--- config.mk ---
export PLATFORM = sky130hd
export DESIGN_NAME = bui_cfg
export DESIGN_NICKNAME = d
export VERILOG_FILES = /design/src/design/bui_pkg.sv /design/src/design/bui_cfg.sv
export SDC_FILE = /design/constraint.sdc
export NUM_CORES = 1
export LEC_CHECK = 0
export BUFFER_PORTS_ARGS = -buffer_cell sky130_fd_sc_hd__buf_2
export CORE_ASPECT_RATIO = 1.2
export CORE_UTILIZATION = 49
export CTS_BUF_LIST = sky130_fd_sc_hd__clkbuf_16
export CTS_CLUSTER_SIZE = 40
export DETAILED_ROUTE_END_ITERATION = 8
export PLACE_DENSITY = 0.86
export REMOVE_ABC_BUFFERS = 1
export SLEW_MARGIN = 0
export SYNTH_ARGS = -nofsm -noshare
export SYNTH_HDL_FRONTEND = slang
export SYNTH_SLANG_ARGS = --single-unit
export TNS_END_PERCENT = 10
--- constraint.sdc ---
create_clock -name clk -period 1.6 [get_ports clk]
set_clock_uncertainty 0.05 [all_clocks]
set_input_delay 0.16 -clock clk [delete_from_list [all_inputs] [get_ports clk]]
set_output_delay 0.16 -clock clk [all_outputs]
set_load 0.02 [all_outputs]
--- src/design/bui_pkg.sv ---
// Shared types and constants for the bilinear upscaler.
// No dependencies; imported by every other design file but bui_ram.

package bui_pkg;

  localparam int MAX_WIDTH_DEF = 2048;  // default line store depth
  localparam int MAX_SCALE     = 4;     // largest scale factor per axis
  localparam int MAX_HEIGHT    = 8192;  // largest source height

  localparam int CH_W   = 8;
  localparam int PIX_W  = 4 * CH_W;
  localparam int SCL_W  = 3;
  localparam int CHN_W  = 3;
  localparam int DIM_W  = 14;   // effective width / height
  localparam int ROW_W  = 13;
  localparam int DST_W  = 16;   // internal destination coordinates
  localparam int DX_W   = 13;
  localparam int DY_W   = 15;
  localparam int ADDR_W = 4;
  localparam int DATA_W = 32;

  // fraction 0 .. 2s-1 (pass-through uses 2), plus room for one step
  localparam int FRAC_W = $clog2(2 * MAX_SCALE + 2);
  localparam int WGT_W  = $clog2(2 * MAX_SCALE + 1);
  localparam int WP_W   = $clog2(4 * MAX_SCALE * MAX_SCALE + 1);
  localparam int ACC_W  = $clog2(255 * 4 * MAX_SCALE * MAX_SCALE
                                 + 2 * MAX_SCALE * MAX_SCALE + 1);

  // register indexes
  localparam logic [1:0] REG_SCALE    = 2'd0;
  localparam logic [1:0] REG_CHANNELS = 2'd1;
  localparam logic [1:0] REG_WIDTH    = 2'd2;
  localparam logic [1:0] REG_HEIGHT   = 2'd3;

  // effective configuration, already clamped
  typedef struct packed {
    logic [SCL_W-1:0] scale;
    logic [CHN_W-1:0] chans;
    logic [DIM_W-1:0] width;
    logic [DIM_W-1:0] height;
    logic             restart;  // register write: frame restarts
  } cfg_t;

  // one destination pixel request from the sequencer to the MAC unit
  typedef struct packed {
    logic              valid;
    logic [PIX_W-1:0]  tl;
    logic [PIX_W-1:0]  tr;
    logic [PIX_W-1:0]  bl;
    logic [PIX_W-1:0]  br;
    logic [FRAC_W-1:0] fx;
    logic [FRAC_W-1:0] fy;
    logic [SCL_W-1:0]  scale;
    logic [DST_W-1:0]  dx;
    logic [DST_W-1:0]  dy;
    logic              last;
  } mac_req_t;

endpackage

--- src/design/bui_cfg.sv ---
// APB register file: scale, channel count, source width and height.
// Depends on bui_pkg; hands clamped values and a restart strobe on.

module bui_cfg import bui_pkg::*; #(
  parameter int MAX_WIDTH = MAX_WIDTH_DEF
) (
  input  logic              clk,
  input  logic              rst,
  input  logic              psel,
  input  logic              penable,
  input  logic              pwrite,
  input  logic [ADDR_W-1:0] paddr,
  input  logic [DATA_W-1:0] pwdata,
  output logic [DATA_W-1:0] prdata,
  output logic              pready,
  output cfg_t              cfg
);

  logic [SCL_W-1:0] scale_factor;
  logic [CHN_W-1:0] channel_count;
  logic [11:0]      source_width;
  logic [13:0]      source_height;
  logic             wr;
  logic [DIM_W-1:0] w0;
  logic [DIM_W-1:0] h0;

  assign pready = 1'b1;
  assign wr     = psel & penable & pwrite;

  always_ff @(posedge clk) begin
    if (rst) begin
      scale_factor  <= SCL_W'(4);
      channel_count <= CHN_W'(4);
      source_width  <= 12'd2048;
      source_height <= 14'd8192;
    end else if (wr) begin
      case (paddr[3:2])
        REG_SCALE:    scale_factor  <= pwdata[SCL_W-1:0];
        REG_CHANNELS: channel_count <= pwdata[CHN_W-1:0];
        REG_WIDTH:    source_width  <= pwdata[11:0];
        REG_HEIGHT:   source_height <= pwdata[13:0];
        default: ;
      endcase
    end
  end

  always_comb begin
    case (paddr[3:2])
      REG_SCALE:    prdata = DATA_W'(scale_factor);
      REG_CHANNELS: prdata = DATA_W'(channel_count);
      REG_WIDTH:    prdata = DATA_W'(source_width);
      REG_HEIGHT:   prdata = DATA_W'(source_height);
      default:      prdata = '0;
    endcase
  end

  // clamp to the supported ranges
  always_comb begin
    w0 = (source_width == '0) ? DIM_W'(1) : DIM_W'(source_width);
    h0 = (source_height == '0) ? DIM_W'(1) : DIM_W'(source_height);

    if (scale_factor == '0) begin
      cfg.scale = SCL_W'(1);
    end else if (scale_factor > SCL_W'(MAX_SCALE)) begin
      cfg.scale = SCL_W'(MAX_SCALE);
    end else begin
      cfg.scale = scale_factor;
    end

    if (channel_count == '0) begin
      cfg.chans = CHN_W'(1);
    end else if (channel_count > CHN_W'(4)) begin
      cfg.chans = CHN_W'(4);
    end else begin
      cfg.chans = channel_count;
    end

    cfg.width   = (w0 > DIM_W'(MAX_WIDTH)) ? DIM_W'(MAX_WIDTH) : w0;
    cfg.height  = (h0 > DIM_W'(MAX_HEIGHT)) ? DIM_W'(MAX_HEIGHT) : h0;
    cfg.restart = wr;
  end

endmodule

== Yosys cells after proc, flatten, opt, wreduce, memory -nomap -nowiden ==
Cells that the tools add are included.
Cells by class
  multiplexer cells: 9
  eq/ne operators: 3
  bitwise operators: 2
  $lt $le $gt $ge: 4
  reductions and logical operators: 9
Operator list (count)
  one-hot mux 32 bit (4 select lines): 1
  two-way mux 14 bit: 2
  two-way mux 12 bit: 2
  > comparator 14 bit, second input constant: 1
  zero test 14 bit: 1
  > comparator 12 bit, second input constant: 1
  zero test 12 bit: 1
  two-way mux 3 bit: 4
  AND reduction 2 bit: 4
  > comparator 3 bit, second input constant: 2
  zero test 3 bit: 2
  == test 2 bit, second input constant: 2
  AND 1 bit: 2
  == test 2 x 1 -> 1 bit, second input constant: 1
  zero test 2 bit: 1
Storage, ports and cells
  register bits after elaboration: 32
  output and inout bits: 68

== Depth between registers and ports, before layout ==
  depth in word-level cells: 4
  depth in mapped cells: 5
  depth with buffers taken out: 4

== Least setup slack after synthesis ==
No wires, ideal clock.
  path kind: register -> output
  from: register source_height[13]
  to: output prdata[13]
  data arrival time: 971 ps
  data required time: 1390 ps
  path slack: 419 ps
  stages on the path, launching flop included: 3
  path through: dfxtp_1 clkbuf_1 and3_1
On the way
  word-level cells in the longest chain between the ends: 1
Ends and longest elaborated chain
  start, declared: RTL line bui_cfg.sv:22  | logic [13:0] source_height;
  start signal, assigned: RTL line bui_cfg.sv:41  | REG_HEIGHT: source_height <= pwdata[13:0];
  one-hot mux 32 bit (4 select lines): RTL line bui_cfg.sv:48  | case (paddr[3:2])
  end, declared: RTL line bui_cfg.sv:14  | output logic [DATA_W-1:0] prdata,
Every way passes these cells. The select of a mux whose other input is x is not followed.

==> results.sh <==
export IMPL_holdCritPathClass="in -> reg"
export IMPL_synth_seq_cells=32
export IMPL_wl_um=4500
export IMPL_synth_top_area_share_pct=31.4
export IMPL_fp_dieW_um=60.9
export IMPL_gp_congestion=0.781
export IMPL_worstPathMaxFanout=4
export IMPL_cts_root_buf="clkbuf_16"
export IMPL_synthFlopType="dfxtp_1"
export IMPL_hold_viol=0
export IMPL_routedWlPerCell_um=13.5
export IMPL_port_buffers=67
export IMPL_coreArea_um2=3970
export IMPL_nets=321
export IMPL_cp_arrival_ps=1380
export IMPL_status="finished, final reports clean"
export IMPL_fin_crit_sh_pct=99.4
export IMPL_ioPinCount=109
export IMPL_powerDensity_nw_per_um2=773
export IMPL_grt_pass1_wl_um=7030
export IMPL_layout_drive_gt1_share_pct=32.9
export IMPL_drc=0
export IMPL_rsz0062_at_grt="yes"
export IMPL_setup_viol=0
export IMPL_viasPerCell=4.93
export IMPL_dp_hpwl_um=3290
export IMPL_ff_latch_area_um2=644
export IMPL_synth_commonest_cells="mux2i_1, nand2b_1, nor2b_1, dfxtp_1, buf_4"
export IMPL_leakagePower_nw=1.17
export IMPL_period_minus_slack_ps=1590
export IMPL_drt_iter0_drc=65
export IMPL_antenna_found_initial=0
export IMPL_syn_avg_cell_area_um2=9.14
export IMPL_end_kind="primary output"
export IMPL_required_ps=1390
export IMPL_yosysSeqAreaShare_pct=31.4
export IMPL_r2r_end="source_width[11]"
export IMPL_synth_top_area_cell="dfxtp_1"
export IMPL_grt_max_degree=37
export IMPL_drv_cap=0
export IMPL_fillers=357
export IMPL_cts_tree="done"
export IMPL_ys_async_sr_fraction_pct=0
export IMPL_setup_ws_ps=9.63
export IMPL_grt_pass1_vias=1521
export IMPL_p_total_mw=1.91
export IMPL_start_util_pct=51.3
export IMPL_worst_hold_slack_ps=118
export IMPL_ctsHtreeMaxLevel=2
export IMPL_grt_usage_pct=21.5
export IMPL_cts_buffers=5
export IMPL_clk_pin_slew_ps=50
export IMPL_ant_nets=0
export IMPL_max_freq_mhz=629
export IMPL_ys_warn_count=0
export IMPL_diodes=0
export IMPL_cts_sinks=32
export IMPL_syn_area_um2=2040
export IMPL_area_growth_pct=21.1
export IMPL_synth_cells=223
export IMPL_grt_ovfl_total=0
export IMPL_place_worst_setup_slack_ps=250
export IMPL_critical_path_endpoint="cfg[1]"
export IMPL_row_count=25
export IMPL_num_vias=1646
export IMPL_clk_latency_ps=270
export IMPL_rr_startpoint="source_width[11]"
export IMPL_cp_startpoint="source_height[6]"
export IMPL_reg2reg_depth=2
export IMPL_dp_cells=327
export IMPL_rrSetupSlack_ps=770
export IMPL_drv_slew=0
export IMPL_dieArea_um2=4420
export IMPL_multi_input_area_um2=1220
export IMPL_synth_area_top_cells="dfxtp_1, mux2i_1, nand2b_1"
export IMPL_die_height_um=72.7
export IMPL_critical_path_class="reg -> out"
export IMPL_synth_edf_count=0
export IMPL_synthDistinctLibCells=21
export IMPL_vdd_drop_max_mv=0.518
export IMPL_stdcell_count=334
export IMPL_first_pass_iters=4
export IMPL_start_kind="flop"
export IMPL_cts_buffer_depth=2
[logic make-up (layout without fill, tap and decap cells)]
group / count (synthesis) / after routing / synth area share [%]
AND/OR/NAND/NOR: 97 / 97 / 29.8
multiplexers: 44 / 44 / 23.4
buffers and inverters: 44 / 82 / 13.8
flip-flops: 32 / 32 / 31.4
AO/OA/AOI/OAI: 4 / 4 / 1.10
other: 2 / 21 / 0.368
[worst min path at each step]
stage | from | end | slack [ps] | cells after the start
2_1_floorplan | pwdata[11] | source_height[11] | 260 | 2
3_3_place_gp | pwdata[13] | source_height[13] | 370 | 3
3_5_place_dp | pwdata[13] | source_height[13] | 390 | 3
4_1_cts | pwdata[12] | source_height[12] | 120 | 3
5_1_grt | pwdata[9] | source_width[9] | 130 | 3
6_report | pwdata[12] | source_height[12] | 120 | 3
[cell type report]
| class | instances | share of cell area [%] |
|---|---|---|
| clock buffer | 5 | 5.07 |
| clock inverter | 2 | 0.355 |
| inverter | 3 | 0.456 |
| multi-input combinational | 166 | 49.5 |
| sequential | 32 | 26.1 |
| tap | 54 | 2.74 |
| timing repair buffer | 72 | 15.8 |
[power breakdown]
| part | internal, mW | total, mW | switching (mW) | leakage (nW) |
|---|---|---|---|---|
| clock | 0.556 | 0.860 | 0.304 | 0.0709 |
| sequential | 0.810 | 0.823 | 0.0137 | 0.259 |
| combinational | 0.0910 | 0.226 | 0.135 | 0.843 |
| total | 1.46 | 1.91 | 0.452 | 1.17 |
[state kept, by name (all words and copies together), names as in the netlist]
| name | flops |
|---|---|
| scale_factor | 3 |
| channel_count | 3 |
| source_height | 14 |
| source_width | 12 |
[metrics by stage]
| stage | cell area (um^2) | util, % | TNS [ps] |
|---|---|---|---|
| final | 2470 | 62.1 | 0 |
| after global routing | 2470 | 62.1 | -20.2 |
| after CTS | 2440 | 61.5 | 0 |
| after detailed placement | 2290 | 57.7 | 0 |
| after global placement | 2290 | 57.7 | 0 |
| after floorplan | 1840 | - | 0 |
[worst max-delay path: stages (launching register included)]
cell and delay (ps):
dfxtp_1 340, nor4_2 330, a31oi_1 120, nor2_1 150
buf_4 170
[cell usage in the layout (no fill, tap or decap), drive strengths merged, types with 3 or more instances in the layout]
master / Yosys / layout
and3: 3 / 3
buf: 30 / 72
clkbuf: 11 / 5
conb: 2 / 21
dfxtp: 32 / 32
inv: 3 / 4
mux2i: 41 / 41
mux4: 3 / 3
nand2b: 41 / 41
nor2: 10 / 10
nor2b: 33 / 33
nor4: 5 / 5
[what timing repair did]
action / CTS / global route
hold buffers: 0 / 0
setup endpoints to repair: 2 / 3
buffers inserted: 0 / 0
resized for setup: 3 / 7
pin swaps: 1 / 4
endpoints found under the hold margin: 0 / 0
[metal layers]
metal	up-vias	part of all wire, %	wire length, um	GRT usage, %
met3	11	4.2	191	4.08
li1	794	-	-	-
met2	63	51	2280	36.5
met4	0	2.8	125	10.6
met5	-	0	0	0
met1	778	42	1900	25.4
Note: power is estimated with default switching activity, not from simulation.
