### config.mk
export PLATFORM = sky130hd
export DESIGN_NAME = bui_mac
export DESIGN_NICKNAME = d
export VERILOG_FILES = /design/src/design/bui_pkg.sv /design/src/design/bui_mac.sv
export SDC_FILE = /design/constraint.sdc
export NUM_CORES = 2
export LEC_CHECK = 0
export ABC_AREA = 1
export BUFFER_PORTS_ARGS = -buffer_cell sky130_fd_sc_hd__buf_2
export CORE_ASPECT_RATIO = 1.5
export CORE_MARGIN = 4
export CORE_UTILIZATION = 60
export DETAILED_ROUTE_END_ITERATION = 8
export PLACE_DENSITY_LB_ADDON = 0.12
export SETUP_SLACK_MARGIN = 0.5
export SLEW_MARGIN = 20
export SYNTH_ARGS = -nofsm -noshare
export SYNTH_HDL_FRONTEND = slang
export SYNTH_SLANG_ARGS = --single-unit
### constraint.sdc
create_clock -name clk -period 9.8 [get_ports clk]
set_clock_uncertainty 0.1 [all_clocks]
set_input_delay 0.49 -clock clk [delete_from_list [all_inputs] [get_ports clk]]
set_output_delay 0.49 -clock clk [all_outputs]
set_load 0.02 [all_outputs]
### src/design/bui_pkg.sv
// Shared types and constants for the bilinear upscaler.
// No dependencies; imported by every other design file but bui_ram.

package bui_pkg;

  localparam int MAX_WIDTH_DEF = 2048;  // default line store depth
  localparam int MAX_SCALE     = 4;     // largest scale factor per axis
  localparam int MAX_HEIGHT    = 8192;  // largest source height

  localparam int CH_W   = 8;
  localparam int PIX_W  = 4 * CH_W;
  localparam int SCL_W  = 3;
  localparam int CHN_W  = 3;
  localparam int DIM_W  = 14;   // effective width / height
  localparam int ROW_W  = 13;
  localparam int DST_W  = 16;   // internal destination coordinates
  localparam int DX_W   = 13;
  localparam int DY_W   = 15;
  localparam int ADDR_W = 4;
  localparam int DATA_W = 32;

  // fraction 0 .. 2s-1 (pass-through uses 2), plus room for one step
  localparam int FRAC_W = $clog2(2 * MAX_SCALE + 2);
  localparam int WGT_W  = $clog2(2 * MAX_SCALE + 1);
  localparam int WP_W   = $clog2(4 * MAX_SCALE * MAX_SCALE + 1);
  localparam int ACC_W  = $clog2(255 * 4 * MAX_SCALE * MAX_SCALE
                                 + 2 * MAX_SCALE * MAX_SCALE + 1);

  // register indexes
  localparam logic [1:0] REG_SCALE    = 2'd0;
  localparam logic [1:0] REG_CHANNELS = 2'd1;
  localparam logic [1:0] REG_WIDTH    = 2'd2;
  localparam logic [1:0] REG_HEIGHT   = 2'd3;

  // effective configuration, already clamped
  typedef struct packed {
    logic [SCL_W-1:0] scale;
    logic [CHN_W-1:0] chans;
    logic [DIM_W-1:0] width;
    logic [DIM_W-1:0] height;
    logic             restart;  // register write: frame restarts
  } cfg_t;

  // one destination pixel request from the sequencer to the MAC unit
  typedef struct packed {
    logic              valid;
    logic [PIX_W-1:0]  tl;
    logic [PIX_W-1:0]  tr;
    logic [PIX_W-1:0]  bl;
    logic [PIX_W-1:0]  br;
    logic [FRAC_W-1:0] fx;
    logic [FRAC_W-1:0] fy;
    logic [SCL_W-1:0]  scale;
    logic [DST_W-1:0]  dx;
    logic [DST_W-1:0]  dy;
    logic              last;
  } mac_req_t;

endpackage

### src/design/bui_mac.sv
// Shared multiply-accumulate unit: weights, four-tap sum, rounding.
// Depends on bui_pkg; holds the output register.

module bui_mac import bui_pkg::*; (
  input  logic            clk,
  input  logic            rst,
  input  mac_req_t        req,
  output logic            adv,
  output logic            out_valid,
  input  logic            out_stall,
  output logic [DX_W-1:0] dest_x,
  output logic [DY_W-1:0] dest_y,
  output logic [CH_W-1:0] out_ch0,
  output logic [CH_W-1:0] out_ch1,
  output logic [CH_W-1:0] out_ch2,
  output logic [CH_W-1:0] out_ch3,
  output logic            run_last
);

  localparam int RCP_W = 13;
  localparam int MUL_W = ACC_W + RCP_W;
  localparam logic [RCP_W-1:0] RECIP9 = RCP_W'(7282);  // 2^16 / 9, rounded up

  logic [WGT_W-1:0] wx0, wx1, wy0, wy1, two_s;

  logic             s1_valid;
  logic [PIX_W-1:0] s1_tl, s1_tr, s1_bl, s1_br;
  logic [WP_W-1:0]  s1_w00, s1_w10, s1_w01, s1_w11;
  logic [SCL_W-1:0] s1_scale;
  logic [DST_W-1:0] s1_dx, s1_dy;
  logic             s1_last;

  logic             s2_valid;
  logic [ACC_W-1:0] s2_acc [4];
  logic [ACC_W-1:0] acc [4];
  logic [SCL_W-1:0] s2_scale;
  logic [DST_W-1:0] s2_dx, s2_dy;
  logic             s2_last;

  logic [ACC_W-1:0] half;
  logic [2:0]       sh;
  logic [ACC_W-1:0] pre [4];
  logic [MUL_W-1:0] prod [4];
  logic [CH_W-1:0]  res [4];

  assign adv = ~out_valid | ~out_stall;

  assign two_s = WGT_W'(req.scale) << 1;
  assign wx1   = WGT_W'(req.fx);
  assign wy1   = WGT_W'(req.fy);
  assign wx0   = two_s - wx1;
  assign wy0   = two_s - wy1;

  // four taps per channel
  always_comb begin
    for (int c = 0; c < 4; c++) begin
      acc[c] = ACC_W'(s1_tl[c*CH_W +: CH_W]) * ACC_W'(s1_w00)
             + ACC_W'(s1_tr[c*CH_W +: CH_W]) * ACC_W'(s1_w10)
             + ACC_W'(s1_bl[c*CH_W +: CH_W]) * ACC_W'(s1_w01)
             + ACC_W'(s1_br[c*CH_W +: CH_W]) * ACC_W'(s1_w11);
    end
  end

  // divide by 4s^2 rounding half up; scale 3 divides by 9 via reciprocal
  always_comb begin
    case (s2_scale)
      SCL_W'(1): begin half = ACC_W'(2);  sh = 3'd2; end
      SCL_W'(2): begin half = ACC_W'(8);  sh = 3'd4; end
      SCL_W'(3): begin half = ACC_W'(18); sh = 3'd2; end
      default:   begin half = ACC_W'(32); sh = 3'd6; end
    endcase
    for (int c = 0; c < 4; c++) begin
      pre[c]  = (s2_acc[c] + half) >> sh;
      prod[c] = MUL_W'(pre[c]) * MUL_W'(RECIP9);
      res[c]  = (s2_scale == SCL_W'(3)) ? prod[c][16 +: CH_W] : pre[c][CH_W-1:0];
    end
  end

  always_ff @(posedge clk) begin
    if (rst) begin
      s1_valid  <= 1'b0;
      s2_valid  <= 1'b0;
      out_valid <= 1'b0;
    end else if (adv) begin
      s1_valid  <= req.valid;
      s2_valid  <= s1_valid;
      out_valid <= s2_valid;
    end
  end

  always_ff @(posedge clk) begin
    if (adv) begin
      s1_tl    <= req.tl;
      s1_tr    <= req.tr;
      s1_bl    <= req.bl;
      s1_br    <= req.br;
      s1_w00   <= WP_W'(wx0) * WP_W'(wy0);
      s1_w10   <= WP_W'(wx1) * WP_W'(wy0);
      s1_w01   <= WP_W'(wx0) * WP_W'(wy1);
      s1_w11   <= WP_W'(wx1) * WP_W'(wy1);
      s1_scale <= req.scale;
      s1_dx    <= req.dx;
      s1_dy    <= req.dy;
      s1_last  <= req.last;

      s2_acc   <= acc;
      s2_scale <= s1_scale;
      s2_dx    <= s1_dx;
      s2_dy    <= s1_dy;
      s2_last  <= s1_last;

      dest_x   <= s2_dx[DX_W-1:0];
      dest_y   <= s2_dy[DY_W-1:0];
      out_ch0  <= res[0];
      out_ch1  <= res[1];
      out_ch2  <= res[2];
      out_ch3  <= res[3];
      run_last <= s2_last;
    end
  end

endmodule

### Word-level counts from Yosys, hierarchy flattened

Index checks and enable logic that the tools add are counted.

| operators by class | value |
|---|---|
| add/subtract/negate cells | 18 |
| multiply operators | 24 |
| div/mod/pow operators | 0 |
| $lt $le $gt $ge | 0 |
| equality and inequality tests | 3 |
| shift-type cells | 4 |
| mux-type cells | 6 |
| bitwise gates (word level) | 3 |
| reduce and logical (&&, ||, !) cells | 1 |

Operators with widths:

| kind | count |
|---|---|
| 14-bit adder | 16 |
| 8-bit by 7-bit multiplier with 14-bit output | 16 |
| 14-bit by 12-bit multiplier with 23-bit output, second input constant | 4 |
| 14-bit by 3-bit right shift with 14-bit output | 4 |
| 8-bit 2-to-1 mux | 4 |
| 4-bit by 4-bit multiplier with 7-bit output | 4 |
| 6-bit case mux with 3 select lines | 1 |
| 4-bit subtractor | 2 |
| 3-bit by 2-bit == test with 1-bit output, second input constant | 2 |
| 3-bit case mux with 2 select lines | 1 |
| 3-bit by 1-bit == test with 1-bit output, second input constant | 1 |
| 1-bit inverter | 2 |
| 2-bit OR reduction | 1 |
| 1-bit OR | 1 |

| storage, ports and cells | value |
|---|---|
| register bits after elaboration | 340 |
| bits in latches | 0 |
| RAM bits | 0 |
| memory bits (read-only) | 0 |
| input port bits | 176 |
| output and inout port bits | 63 |
| logic and storage cells | 89 |
| memories | 0 |

### Longest topological paths before layout

| depth | value |
|---|---|
| depth in word-level cells | 6 |
| mapped depth | 42 |
| depth with buffers taken out | 39 |

### Worst setup path before layout

No wires, ideal clock.

| timing path | value |
|---|---|
| kind | input -> register |
| from | input port out_stall |
| to | register out_valid |
| setup time | 122 ps |
| arrival | 8,461 ps |
| data required time | 9,578 ps |
| setup slack | 1,117 ps |
| stages | 4 |
| path buffers | 0 |
| cells stage by stage | nand2_1 -> inv_1 -> nor2_1 -> nor2_1 |

| between the ends | value |
|---|---|
| longest elaborated chain between the ends | 2 |

RTL lines:

| what | RTL line | RTL |
|---|---|---|
| start: declaration | bui_mac.sv:10 | `input logic out_stall,` |
| 1-bit inverter | bui_mac.sv:46 | `assign adv = ~out_valid \| ~out_stall;` |
| 1-bit OR | bui_mac.sv:46 |  |
| end signal: assignment | bui_mac.sv:87 | `out_valid <= s2_valid;` |
| end: declaration | bui_mac.sv:9 | `output logic out_valid,` |

Every way passes these cells.
A chain may end at the register's enable or synchronous reset.

==> key figures <==
Synth
  – FFs w/ async S/R, synth: 0%
  – Leading area contributor after synthesis: fa_1
  – Yosys reg bits: 333
  – Yosys cell types: 62
  – Yosys top cell area share: 33.1%
  – Seq/Total Area, Yosys: 18.7%
  – Top area cells in the synthesized netlist: fa_1 33%, edfxtp_1 19%, ha_1 15%
  – Count leader, synth: inv_1
  – Netlist Area Pre-Place: 53300 sq um
  – Post-synth top flop: edfxtp_1
  – Commonest cells post-synth: 1784 x inv_1, 1308 x nand2_1, 882 x fa_1
  – Ys Warns: 0
  – EDFF count, synth: 330
  – Cells after Synth: 5942
  – Synthesized area per cell: 8.97 sq um

Placed design
  – Placer congestion estimate: 0.923
  – Dpl ws: 1.82 ns
  – PortBufs: 234
  – Dpl hpwl: 101000 um

Setup path
  – Kind of cell adding the most delay to the critical path: adder cells
  – Critical Path Max Stage Delay: 0.74 ns
  – Buf/Inv on CP: 5
  – Crit. End Element: flip-flop
  – Crit start category: flip-flop
  – CP max-delay cell: o21ai_0
  – Worst setup path class: flip-flop to flip-flop
  – Crit path DAT: 8.17 ns
  – Critical Path Start: s2_scale[0]
  – Worst Path Max Fanout: 14
  – Worst EP required: 9.99 ns
  – Reg-to-reg startpoint: s2_scale[0]

Detailed routing
  – Routed WL: 123000 um
  – DRC Markers: 0
  – First-pass iteration count of the detailed router: 5
  – Routed len/inst: 16.4 um
  – Via/cell ratio: 5.10
  – Post-route ant nets: 0
  – Via Count: 38316
  – Starting DRT DRC Count: 2150

STA
  – Final Hold Fails: 0
  – Setup_tns: 0 ns
  – # setup viols final: 0
  – Max-slew violations: 0
  – Post-route minimum period: 7.98 ns
  – RSZ-0062 raised after global routing: no
  – Max-Slew Margin vs Limit: 26.8%
  – Final worst slack: 1.82 ns
  – Final period util: 81.4%
  – Worst Tran Pin Value: 1.10 ns
  – Max frequency: 0.125 GHz

CTS
  – Clk buf depth: 3
  – CTS tree: yes
  – Clk_lat worst skew: 0.60 ns
  – Clock transition at path regs: 0.06 ns
  – Root buffer cell: clkbuf_16
  – H-Tree Depth: 2
  – Sink Count: 333
  – Num CTS Buffers: 37

Outcome
  – Status: completed

Global route
  – Vias in the first global route: 41401
  – Gr ovfl total: 0
  – Initial antenna violation count: 1
  – Largest net degree at the start of global routing: 167
  – Overall routing resource usage: 27.4%
  – Global-route wire length before repair: 207000 um

Final layout
  – Layout cells sized above 1: 6.35%
  – Nets: 8054
  – Area growth syn-to-layout: 10.1%

Die
  – CORE AREA: 87900 sq um
  – Die width: 251 um
  – Initial core utilization: 60.7%
  – Row count: 133
  – Die area: 93800 sq um
  – IO Count: 239
  – Chip Height: 373 um

Hold path
  – Startpoint of the worst hold path: req[92]
  – Worst hold-check path type: input pin to flip-flop

Flow run
  – Max-cap viol count: 0
==> worst register-to-register path: cells and delay by family (launching register included) <==
kind / cells / cell delay [ns]
AO/OA/AOI/OAI: 9 / 1.93
adder cells (fa/ha/maj): 7 / 2.95
AND/OR/NAND/NOR: 8 / 1.42
buffers and inverters: 5 / 0.54
flip-flops: 1 / 0.50
XOR/XNOR: 2 / 0.29
==> cells in the final DEF (no fill, tap or decap), drive strengths merged, types with 4 or more instances in the layout <==
| cell | n |
|---|---|
| nor4 | 6 |
| dlygate4sd3 | 152 |
| and3 | 4 |
| nor3 | 23 |
| o21bai | 12 |
| fa | 882 |
| nor2 | 130 |
| o21a | 12 |
| a21oi | 126 |
| nand4 | 23 |
| conb | 44 |
| or2 | 11 |
| nand3 | 121 |
| edfxtp | 330 |
| inv | 1800 |
| o22ai | 7 |
| a21o | 13 |
| nand2 | 1328 |
| xor2 | 109 |
| clkinv | 13 |
| diode | 5 |
| a21boi | 6 |
| a31oi | 11 |
| nand3b | 12 |
| ha | 658 |
| buf | 272 |
| xnor2 | 84 |
| and2 | 5 |
| clkbuf | 39 |
| o21ai | 100 |
| clkinvlp | 4 |
==> kinds of logic (layout without fill, tap and decap cells) <==
family	count (synthesis)	after routing	synth area share [%]
and+or+nand+nor	1666	1666	12.7
DFF	333	333	18.7
adders and majority gates	1540	1540	48.6
AOI/OAI and AO/OA	304	304	3.40
other	2	49	0.0141
buffers and inverters	1904	2283	13.4
xor gates and xnor gates	193	193	3.20
==> worst paths after layout <==
| kind | depth (start not counted) | slack [ns] | endpoint |
|---|---|---|---|
| worst max-delay path | 31 | 1.82 | out_ch2[7] |
| worst min-delay path | 1 | 0.04 | s1_bl[16] |
| worst max register to register | 31 | 1.82 | out_ch2[7] |
| worst min register to register | 0 | 0.32 | s2_dy[8] |
==> final cells by class <==
class	instances	area, sq um
Multi-Input combinational cell	3747	36400
Fill cell	7188	29200
Tap cell	1147	1440
Inverter	1795	6740
Antenna cell	5	12.5
Sequential cell	333	9970
Clock inverter	25	235
Timing Repair Buffer	424	3020
Clock buffer	39	933
==> sequential cells by signal, summed over array words and instances, names as in the netlist, 13 cells and up <==
register	count
s2_acc	52
s1_bl	32
s1_br	32
s1_tl	32
s1_tr	32
dest_y	15
s1_dy	15
s2_dy	15
dest_x	13
s1_dx	13
s2_dx	13
==> metal layers <==
layer	track usage [%]	vias to the layer above	share of wire (%)
li1	-	18310	-
met1	35.1	18710	39
met2	48.3	1055	51
met3	3.18	241	5.5
met4	9.97	0	4.3
met5	0	-	0
==> repair_timing <==
item | 4_1_cts | 5_1_grt
resized for setup | 0 | 0
hold buffers | 152 | 0
endpoints found under the hold margin | 154 | 0
setup buffers | 0 | 0
==> metrics by stage <==
step	cells	util, %	cell area (sq um)	hold WS [ns]
3_3_place_gp	7294	63.7	56000	0.301
2_1_floorplan	5984	-	53500	0.300
3_5_place_dp	7294	63.7	56000	0.305
6_report	7515	66.8	58700	0.0384
5_1_grt	7510	66.8	58700	0.00733
4_1_cts	7510	66.8	58700	0.00141
Power is left out: the tool's default activity adds up to more than one toggle a clock period on the data nets, which glitch-free logic cannot reach.
